**config.mk**
```make
export PLATFORM = sky130hd
export DESIGN_NAME = bc4_block_decoder_flat
export DESIGN_NICKNAME = d
export VERILOG_FILES = /design/src/hdl/bc4_pkg.sv /design/src/hdl/bc4_req_if.sv /design/src/hdl/bc4_rsp_if.sv /design/src/hdl/bc4_palette.sv /design/src/hdl/bc4_row_sequencer.sv /design/src/hdl/bc4_block_decoder.sv /design/src/flat_wrapper.sv
export SDC_FILE = /design/constraint.sdc
export NUM_CORES = 2
export LEC_CHECK = 0
export BUFFER_PORTS_ARGS = -buffer_cell sky130_fd_sc_hd__buf_2
export CORE_ASPECT_RATIO = 0.8
export CORE_MARGIN = 3
export CORE_UTILIZATION = 40
export DETAILED_ROUTE_END_ITERATION = 10
export PLACE_DENSITY = 0.65
export SETUP_SLACK_MARGIN = 0.05
export SLEW_MARGIN = 20
export SYNTH_ARGS = -nofsm -noshare
export SYNTH_HDL_FRONTEND = slang
export SYNTH_HIERARCHICAL = 1
export SYNTH_SLANG_ARGS = --single-unit
```
**constraint.sdc**
```tcl
create_clock -name clock -period 9.08 [get_ports clock]
set_clock_uncertainty 0.2 [all_clocks]
set_input_delay 1.362 -clock clock [delete_from_list [all_inputs] [get_ports clock]]
set_output_delay 1.362 -clock clock [all_outputs]
set_load 0.01 [all_outputs]
```
**src/hdl/bc4_pkg.sv**
```systemverilog
package bc4_pkg;

   localparam int TEXEL_W    = 8;
   localparam int BLK_ROWS   = 4;
   localparam int BLK_COLS   = 4;
   localparam int SEL_W      = 3;
   localparam int PAL_SIZE   = 8;
   localparam int SELECTOR_W = BLK_ROWS * BLK_COLS * SEL_W;
   localparam int ROW_W      = BLK_COLS * TEXEL_W;
   localparam int ROW_IDX_W  = 2;

   localparam logic [ROW_IDX_W-1:0] LAST_ROW = ROW_IDX_W'(BLK_ROWS - 1);

   typedef logic [TEXEL_W-1:0] texel_type;
   typedef texel_type [PAL_SIZE-1:0] palette_type;
   typedef logic [BLK_ROWS-1:0][BLK_COLS-1:0][SEL_W-1:0] selector_type;

   typedef struct packed {
      texel_type    endpoint_a;
      texel_type    endpoint_b;
      selector_type selector_bits;
   } block_type;

endpackage

```
**src/hdl/bc4_req_if.sv**
```systemverilog
interface bc4_req_if import bc4_pkg::*; ();
   logic                  valid;
   logic                  ready;
   logic [TEXEL_W-1:0]    endpoint_a;
   logic [TEXEL_W-1:0]    endpoint_b;
   logic [SELECTOR_W-1:0] selector_bits;

   modport source (output valid, output endpoint_a, output endpoint_b,
                   output selector_bits, input ready);
   modport sink (input valid, input endpoint_a, input endpoint_b,
                 input selector_bits, output ready);
endinterface

```
**src/hdl/bc4_rsp_if.sv**
```systemverilog
interface bc4_rsp_if import bc4_pkg::*; ();
   logic                 valid;
   logic                 ready;
   logic [ROW_W-1:0]     row_texels;
   logic [ROW_IDX_W-1:0] row_number;
   logic                 last_row;

   modport source (output valid, output row_texels, output row_number,
                   output last_row, input ready);
   modport sink (input valid, input row_texels, input row_number,
                 input last_row, output ready);
endinterface

```
**src/hdl/bc4_palette.sv**
```systemverilog
module bc4_palette import bc4_pkg::*; (
   input  texel_type   endpoint_a,
   input  texel_type   endpoint_b,
   output palette_type palette
);

   // x / 7 for x < 2048: multiply by ceil(2^15 / 7), error stays below 1/7
   localparam int DIV7_MUL   = 4682;
   localparam int DIV7_SHIFT = 15;
   // x / 5 for x < 2048: multiply by ceil(2^14 / 5)
   localparam int DIV5_MUL   = 3277;
   localparam int DIV5_SHIFT = 14;

   logic [10:0] sum7 [2:7];
   logic [23:0] prod7 [2:7];
   logic [10:0] sum5 [2:5];
   logic [22:0] prod5 [2:5];
   logic        a_greater;

   assign a_greater = endpoint_a > endpoint_b;

   always_comb begin
      for (int i = 2; i < 8; i++) begin
         sum7[i]  = 11'((8 - i) * endpoint_a) + 11'((i - 1) * endpoint_b);
         prod7[i] = 24'(sum7[i]) * 24'(DIV7_MUL);
      end
      for (int i = 2; i < 6; i++) begin
         sum5[i]  = 11'((6 - i) * endpoint_a) + 11'((i - 1) * endpoint_b);
         prod5[i] = 23'(sum5[i]) * 23'(DIV5_MUL);
      end
   end

   always_comb begin
      palette[0] = endpoint_a;
      palette[1] = endpoint_b;
      if (a_greater) begin
         for (int i = 2; i < 8; i++) begin
            palette[i] = prod7[i][DIV7_SHIFT +: TEXEL_W];
         end
      end else begin
         for (int i = 2; i < 6; i++) begin
            palette[i] = prod5[i][DIV5_SHIFT +: TEXEL_W];
         end
         palette[6] = '0;
         palette[7] = '1;
      end
   end

endmodule

```
**src/hdl/bc4_row_sequencer.sv**
```systemverilog
module bc4_row_sequencer import bc4_pkg::*; (
   input  logic          clock,
   input  logic          reset,
   input  logic          blk_valid,
   input  palette_type   palette,
   input  selector_type  selectors,
   output logic          blk_load,
   bc4_rsp_if.source     rsp_chan
);

   palette_type          pal_ff, pal_in;
   selector_type         sel_ff, sel_in;
   logic [ROW_IDX_W-1:0] row_ff, row_in;
   logic                 busy_ff, busy_in;
   logic                 out_valid_ff, out_valid_in;
   logic [ROW_W-1:0]     out_texels_ff, out_texels_in;
   logic [ROW_IDX_W-1:0] out_row_ff, out_row_in;
   logic                 out_last_ff, out_last_in;
   logic                 out_free;
   logic                 fire;
   logic                 at_last;

   always_comb begin
      out_free = !out_valid_ff || rsp_chan.ready;
      fire     = busy_ff && out_free;
      at_last  = row_ff == LAST_ROW;
      blk_load = blk_valid && (!busy_ff || (fire && at_last));

      pal_in  = blk_load ? palette : pal_ff;
      sel_in  = blk_load ? selectors : sel_ff;
      busy_in = busy_ff;
      row_in  = row_ff;
      if (blk_load) begin
         busy_in = 1'b1;
         row_in  = '0;
      end else if (fire) begin
         busy_in = !at_last;
         row_in  = row_ff + 1'b1;
      end

      // one row of palette lookups per transaction
      for (int col = 0; col < BLK_COLS; col++) begin
         out_texels_in[col*TEXEL_W +: TEXEL_W] = pal_ff[sel_ff[row_ff][col]];
      end
      out_row_in  = row_ff;
      out_last_in = at_last;
      if (!fire) begin
         out_texels_in = out_texels_ff;
         out_row_in    = out_row_ff;
         out_last_in   = out_last_ff;
      end
      out_valid_in = fire ? 1'b1 : (rsp_chan.ready ? 1'b0 : out_valid_ff);
   end

   always_ff @(posedge clock) begin
      pal_ff        <= pal_in;
      sel_ff        <= sel_in;
      out_texels_ff <= out_texels_in;
      out_row_ff    <= out_row_in;
      out_last_ff   <= out_last_in;
      if (reset) begin
         row_ff       <= '0;
         busy_ff      <= 1'b0;
         out_valid_ff <= 1'b0;
      end else begin
         row_ff       <= row_in;
         busy_ff      <= busy_in;
         out_valid_ff <= out_valid_in;
      end
   end

   assign rsp_chan.valid      = out_valid_ff;
   assign rsp_chan.row_texels = out_texels_ff;
   assign rsp_chan.row_number = out_row_ff;
   assign rsp_chan.last_row   = out_last_ff;

endmodule

```
**src/hdl/bc4_block_decoder.sv**
```systemverilog
// path: block register, palette and selector registers, then the output register
// throughput: one row per cycle while the response channel is ready, set by the
// row sequencer emitting the four rows of a block one after another
// reset: synchronous, active high; clears the valid flags, busy flag and row
// counter, nothing else holds state between blocks
module bc4_block_decoder import bc4_pkg::*; (
   input  logic      clock,
   input  logic      reset,
   bc4_req_if.sink   req_chan,
   bc4_rsp_if.source rsp_chan
);

   block_type   block_ff, block_in;
   logic        blk_valid_ff, blk_valid_in;
   logic        blk_load;
   logic        req_fire;
   palette_type palette;

   assign req_chan.ready = !blk_valid_ff || blk_load;
   assign req_fire       = req_chan.valid && req_chan.ready;

   always_comb begin
      block_in = block_ff;
      if (req_fire) begin
         block_in.endpoint_a    = req_chan.endpoint_a;
         block_in.endpoint_b    = req_chan.endpoint_b;
         block_in.selector_bits = req_chan.selector_bits;
      end
      blk_valid_in = req_fire ? 1'b1 : (blk_load ? 1'b0 : blk_valid_ff);
   end

   always_ff @(posedge clock) begin
      block_ff <= block_in;
      if (reset) begin
         blk_valid_ff <= 1'b0;
      end else begin
         blk_valid_ff <= blk_valid_in;
      end
   end

   bc4_palette u_palette (
      .endpoint_a (block_ff.endpoint_a),
      .endpoint_b (block_ff.endpoint_b),
      .palette    (palette)
   );

   bc4_row_sequencer u_row_sequencer (
      .clock     (clock),
      .reset     (reset),
      .blk_valid (blk_valid_ff),
      .palette   (palette),
      .selectors (block_ff.selector_bits),
      .blk_load  (blk_load),
      .rsp_chan  (rsp_chan)
   );

endmodule
```
**src/flat_wrapper.sv**
```systemverilog
// flat-port wrapper written by rule: the top's interface ports become plain ports
module bc4_block_decoder_flat import bc4_pkg::*;
  (clock, reset, req_chan_valid, req_chan_endpoint_a, req_chan_endpoint_b, req_chan_selector_bits, req_chan_ready, rsp_chan_valid, rsp_chan_row_texels, rsp_chan_row_number, rsp_chan_last_row, rsp_chan_ready);
  bc4_req_if req_chan_i ();
  bc4_rsp_if rsp_chan_i ();
  input  logic clock;
  input  logic reset;
  input wire logic [$bits(req_chan_i.valid)-1:0] req_chan_valid;
  input wire logic [$bits(req_chan_i.endpoint_a)-1:0] req_chan_endpoint_a;
  input wire logic [$bits(req_chan_i.endpoint_b)-1:0] req_chan_endpoint_b;
  input wire logic [$bits(req_chan_i.selector_bits)-1:0] req_chan_selector_bits;
  output wire logic [$bits(req_chan_i.ready)-1:0] req_chan_ready;
  output wire logic [$bits(rsp_chan_i.valid)-1:0] rsp_chan_valid;
  output wire logic [$bits(rsp_chan_i.row_texels)-1:0] rsp_chan_row_texels;
  output wire logic [$bits(rsp_chan_i.row_number)-1:0] rsp_chan_row_number;
  output wire logic [$bits(rsp_chan_i.last_row)-1:0] rsp_chan_last_row;
  input wire logic [$bits(rsp_chan_i.ready)-1:0] rsp_chan_ready;
  assign req_chan_i.valid = req_chan_valid;
  assign req_chan_i.endpoint_a = req_chan_endpoint_a;
  assign req_chan_i.endpoint_b = req_chan_endpoint_b;
  assign req_chan_i.selector_bits = req_chan_selector_bits;
  assign req_chan_ready = req_chan_i.ready;
  assign rsp_chan_valid = rsp_chan_i.valid;
  assign rsp_chan_row_texels = rsp_chan_i.row_texels;
  assign rsp_chan_row_number = rsp_chan_i.row_number;
  assign rsp_chan_last_row = rsp_chan_i.last_row;
  assign rsp_chan_i.ready = rsp_chan_ready;
  bc4_block_decoder u_core (.clock(clock), .reset(reset), .req_chan(req_chan_i), .rsp_chan(rsp_chan_i));
endmodule
```
After elaboration in Yosys (flattened, before gate mapping)
Index checks and enable logic that the tools add are counted.
Storage, ports and cells
  flip-flop bits (word level): 216
  latch bits: 0
  memory bits (writable): 0
  bits in read-only memories: 0
  input bits: 68
  output and inout bits: 37
  word-level logic and storage cells: 115
  memories: 0
Operators by class
  add/subtract/negate cells: 11
  multiply operators: 16
  divide/modulo/power cells: 0
  order comparisons: 6
  equal/unequal tests: 1
  shift operators: 0
  mux-type cells: 17
  bitwise operators: 0
  reductions and logical operators: 15
Operators by type and width (number)
  11-bit by 12-bit multiplier with 22-bit output (second input constant): 10
  8-bit binary-select mux with 3-bit select: 4
  2-bit by 8-bit multiplier with 10-bit output (first input constant): 4
  32-bit 2-to-1 mux: 1
  8-bit 2-to-1 mux: 4
  12-bit binary-select mux with 2-bit select: 1
  10-bit by 10-bit adder with 11-bit output: 2
  3-bit by 8-bit multiplier with 11-bit output (first input constant): 2
  3-bit by 4-bit less-than comparator with 1-bit output (second input constant): 4
  12-bit 2-to-1 mux: 1
  10-bit by 8-bit adder with 11-bit output: 1
  10-bit by 9-bit adder with 11-bit output: 1
  11-bit by 8-bit adder with 11-bit output: 1
  11-bit by 9-bit adder with 11-bit output: 1
  8-bit by 10-bit adder with 11-bit output: 1
  8-bit by 11-bit adder with 11-bit output: 1
  9-bit by 10-bit adder with 11-bit output: 1
  9-bit by 11-bit adder with 11-bit output: 1
  8-bit > comparator: 1
  1-bit 2-to-1 mux: 6
  2-bit nonzero test: 3
  1-bit logical AND: 4
  1-bit zero test: 4
  1-bit logical OR: 3
  other kinds (4): 4

Longest topological paths before layout
  word-level depth: 9
  mapped depth: 32
  mapped depth without buffers: 32

Hierarchy
Netlist, hierarchy kept.
By module, submodules not included
  bc4_palette: times used 1, cells an instance 2283, area each 21121.5 µm², seq. area each 0.0 µm²
  bc4_row_sequencer: times used 1, cells an instance 415, area each 7080.5 µm², seq. area each 4494.3 µm²
  bc4_block_decoder: times used 1, cells an instance 69, area each 1976.9 µm², seq. area each 1941.9 µm²

Worst setup path after synthesis
No wires, ideal clock.
  kind: input to output
  start: in rsp_chan_ready
  end: out req_chan_ready
  arrival time: 7.564 ns
  data required time: 7.518 ns
  slack: -0.046 ns
  stages: 4
  buffers on the path: 0
  cells stage by stage: nand2b_1 -> a21oi_1 -> nor2b_1 -> nand2b_4
Between the ends
  longest elaborated chain between the ends: 6
RTL lines
  from (decl): line flat_wrapper.sv:17  | input wire logic [$bits(rsp_chan_i.ready)-1:0] rsp_chan_ready;
  1-bit logical OR: line bc4_row_sequencer.sv:24  | out_free = !out_valid_ff || rsp_chan.ready;
  1-bit logical AND: line bc4_row_sequencer.sv:25  | fire = busy_ff && out_free;
  1-bit logical AND: line bc4_row_sequencer.sv:27  | blk_load = blk_valid && (!busy_ff || (fire && at_last));
  1-bit logical OR: line bc4_row_sequencer.sv:27
  1-bit logical AND: line bc4_row_sequencer.sv:27
  named net u_core.blk_load: line bc4_block_decoder.sv:15  | logic blk_load;
  1-bit logical OR: line bc4_block_decoder.sv:19  | assign req_chan.ready = !blk_valid_ff || blk_load;
  to (decl): line flat_wrapper.sv:12  | output wire logic [$bits(req_chan_i.ready)-1:0] req_chan_ready;
The timed path passes the listed nets, and every way through them passes these cells.

==> impl_metrics.toml <==
[worst_setup_path]
crit_fanout = 9
critPathMaxStageDelay_ns = 0.63
crit_path_start = "u_core/block_ff[57]"
required_ns = 9.15
startpoint_type = "register"
critical_path_class = "reg2reg"
endpoint = "u_core/u_row_sequencer/pal_ff[31]"
arrival_ns = 8.49
r2r-start = "u_core/block_ff[57]"
cp_common_cell = "fa_1"
r2r_slack_ns = 0.66
slowest_stage = "edfxtp_1"
ff2ff_path_depth = 26
cp-end-kind = "register"
timing.rr.end = "u_core/u_row_sequencer/pal_ff[31]"

[timing]
finalMaxSlewViolations = 0
fin_setup_tns_ns = 0
hold_viol = 0
tightest_slew_ns = 1.094
slew_headroom_pct = 27.07
layout_min_cycle_time_ns = 8.421
max_freq_mhz = 118.7
rsz0062_at_grt = "false"
finalSetupViolations = 0
finalCritPeriodShare_pct = 92.75

[cts]
numCtsBuffers = 24
cts_tree = "yes"
clock_latency_ns = 0.54
path_clk_slew_ns = 0.08
hold_buffers = 0
cts_max_path_buffers = 3
clock-sinks = 216
htreeDepth = 1
ctsRootBufferMaster = "clkbuf_16"

[layout]
layout_common_cells = "ha_1 (734), inv_1 (480), fa_1 (236)"
final_nets = 3907
fillCellCount = 7011
layout_commonest_cell = "ha_1"
multi_input_area_sq_mm = 0.02152
syn_to_final_growth_pct = 7.707
drive_above_1_share_pct = 7.519
seqCellArea_sq_mm = 0.006436

[yosys]
ys_types = 87
synth_ff_type = "edfxtp_1"
async_flop_share_pct = 0
synth-edff-count = 211
synth.net_count = 3805
synth_warnings = 6
yosys_register_bits = 216
synth-seq-area-share_pct = 21.33
netlist_instances = 2767
avgSynthCellArea_sq_um = 10.91
netlist_area_sq_mm = 0.03018

[grt]
grt_max_degree = 74
grt_pass1_wl_um = 113400
grt.total_usage_pct = 18.04
antenna_found_initial = 1
grt_pass1_vias = 20500
grt-ovfl-total = 0

[floorplan]
die_h_um = 251.7
dieWidth_um = 313.1
rows = 89
boundaryPins = 105
start_util_pct = 40.63
core_sq_mm = 0.07428
die_area_sq_mm = 0.07880

[worst_hold_path]
holdCritPathClass = "reg2reg"

[routing]
drt-initial-drc-count = 1205
routed_wl_um = 71120
drc = 0
antenna_left = 0
via_per_inst = 5.215
dr.pass1.iters = 5
vias = 20270
wl_per_cell_um = 18.29

[placed_design]
port-buffer-count = 104
dp_hpwl_um = 58880
gp_congestion = 0.8733

[status]
outcome = "complete, no violations"

[flow_run]
cap_violations = 0
flip-flops by register name, indices dropped and copies added (netlist names):
register and count:
u_core/u_row_sequencer/rsp_chan.row_texels 32, u_core/block_ff 64, u_core/u_row_sequencer/sel_ff 48, u_core/u_row_sequencer/rsp_chan.valid 1
u_core/u_row_sequencer/rsp_chan.last_row 1, u_core/u_row_sequencer/busy_ff 1, u_core/blk_valid_ff 1, u_core/u_row_sequencer/pal_ff 64
u_core/u_row_sequencer/row_ff 2, u_core/u_row_sequencer/rsp_chan.row_number 2
worst min-delay path by stage:
stage | startpoint | end | depth (start not counted)
after floorplan | u_core/block_ff[0] | u_core/u_row_sequencer/sel_ff[0] | 0
after global placement | u_core/block_ff[18] | u_core/u_row_sequencer/sel_ff[18] | 0
after detailed placement | u_core/block_ff[17] | u_core/u_row_sequencer/sel_ff[17] | 0
after CTS | u_core/block_ff[25] | u_core/u_row_sequencer/sel_ff[25] | 0
after global routing | u_core/block_ff[6] | u_core/u_row_sequencer/sel_ff[6] | 0
final | u_core/block_ff[36] | u_core/u_row_sequencer/sel_ff[36] | 0
layout make-up:
type	instances	area share [%]
inverters	481	5.554
well taps	1001	3.853
flip-flops and latches	216	19.80
repair buffers	130	2.202
multi-input cells	2016	66.21
clock inverters	17	0.4350
diodes	1	0.007699
clock buffers	26	1.936
what timing repair did:
action,CTS,global route
setup endpoints to repair,0,1
resized for setup,0,1
setup buffers,0,0
endpoints found under the hold margin,0,0
cell usage after synthesis (all sizes together) (16+ instances only):
master  number  area [sq um]
a211oi      18         145.1
a221oi      32         305.3
a21oi      114         578.1
or3         18         113.9
o21bai      18         135.1
inv        480          1802
nand3       29         145.1
edfxtp     211          6336
nor2b       29         183.9
o21a        19         142.6
xnor2      106         935.9
nand2       61         229.0
mux2i      136          1361
clkbuf      16         86.33
ha         734          9184
a21o        37         277.8
xor2        52         463.0
buf         38         342.8
nor2        84         315.3
nor3        29         145.1
o21ai       69         349.1
a22o        32         280.3
nand2b      16         107.6
fa         236          4725
metal layers:
metal  wire (um)  vias to the layer above  GRT usage (%)
met2       31330                      451          28.98
li1            -                     9924              -
met1       35910                     9858          27.37
met5           0                        -              0
met3        3285                       41          1.495
met4         600                        0          1.833
through the flow:
step	setup slack, ns	area, sq um	instances	utilization, %	hold slack, ns
4_1_cts	0.5818	32500	3887	43.75	0.2170
3_3_place_gp	0.7394	31730	3844	42.72	0.2011
2_1_floorplan	1.062	30180	2767	-	0.2003
6_report	0.6585	32500	3888	43.76	0.2159
5_1_grt	0.1276	32500	3887	43.76	0.2200
3_5_place_dp	0.6076	31730	3844	42.72	0.2045
cells by family after synthesis:
group / count (synthesis) / share of synthesized area, %
buffers and inverters: 535 / 7.405
AND/OR/NAND/NOR: 320 / 5.361
AO/OA/AOI/OAI: 416 / 9.482
flip-flops: 216 / 21.33
multiplexers: 149 / 5.481
XOR/XNOR: 161 / 4.859
adder cells (fa/ha/maj): 970 / 46.09
critical path: cells and delay by family, from the launching register on:
kind / cells / cell delay, ns
flip-flops: 1 / 0.63
AO/OA/AOI/OAI: 7 / 1.91
adder cells (fa/ha/maj): 8 / 3.47
multiplexers: 1 / 0.09
AND/OR/NAND/NOR: 5 / 1.09
XOR/XNOR: 2 / 0.38
buffers and inverters: 3 / 0.39
Power is not shown: default switching activity piles up to over one toggle a cycle in this logic, so the estimate is an artifact.
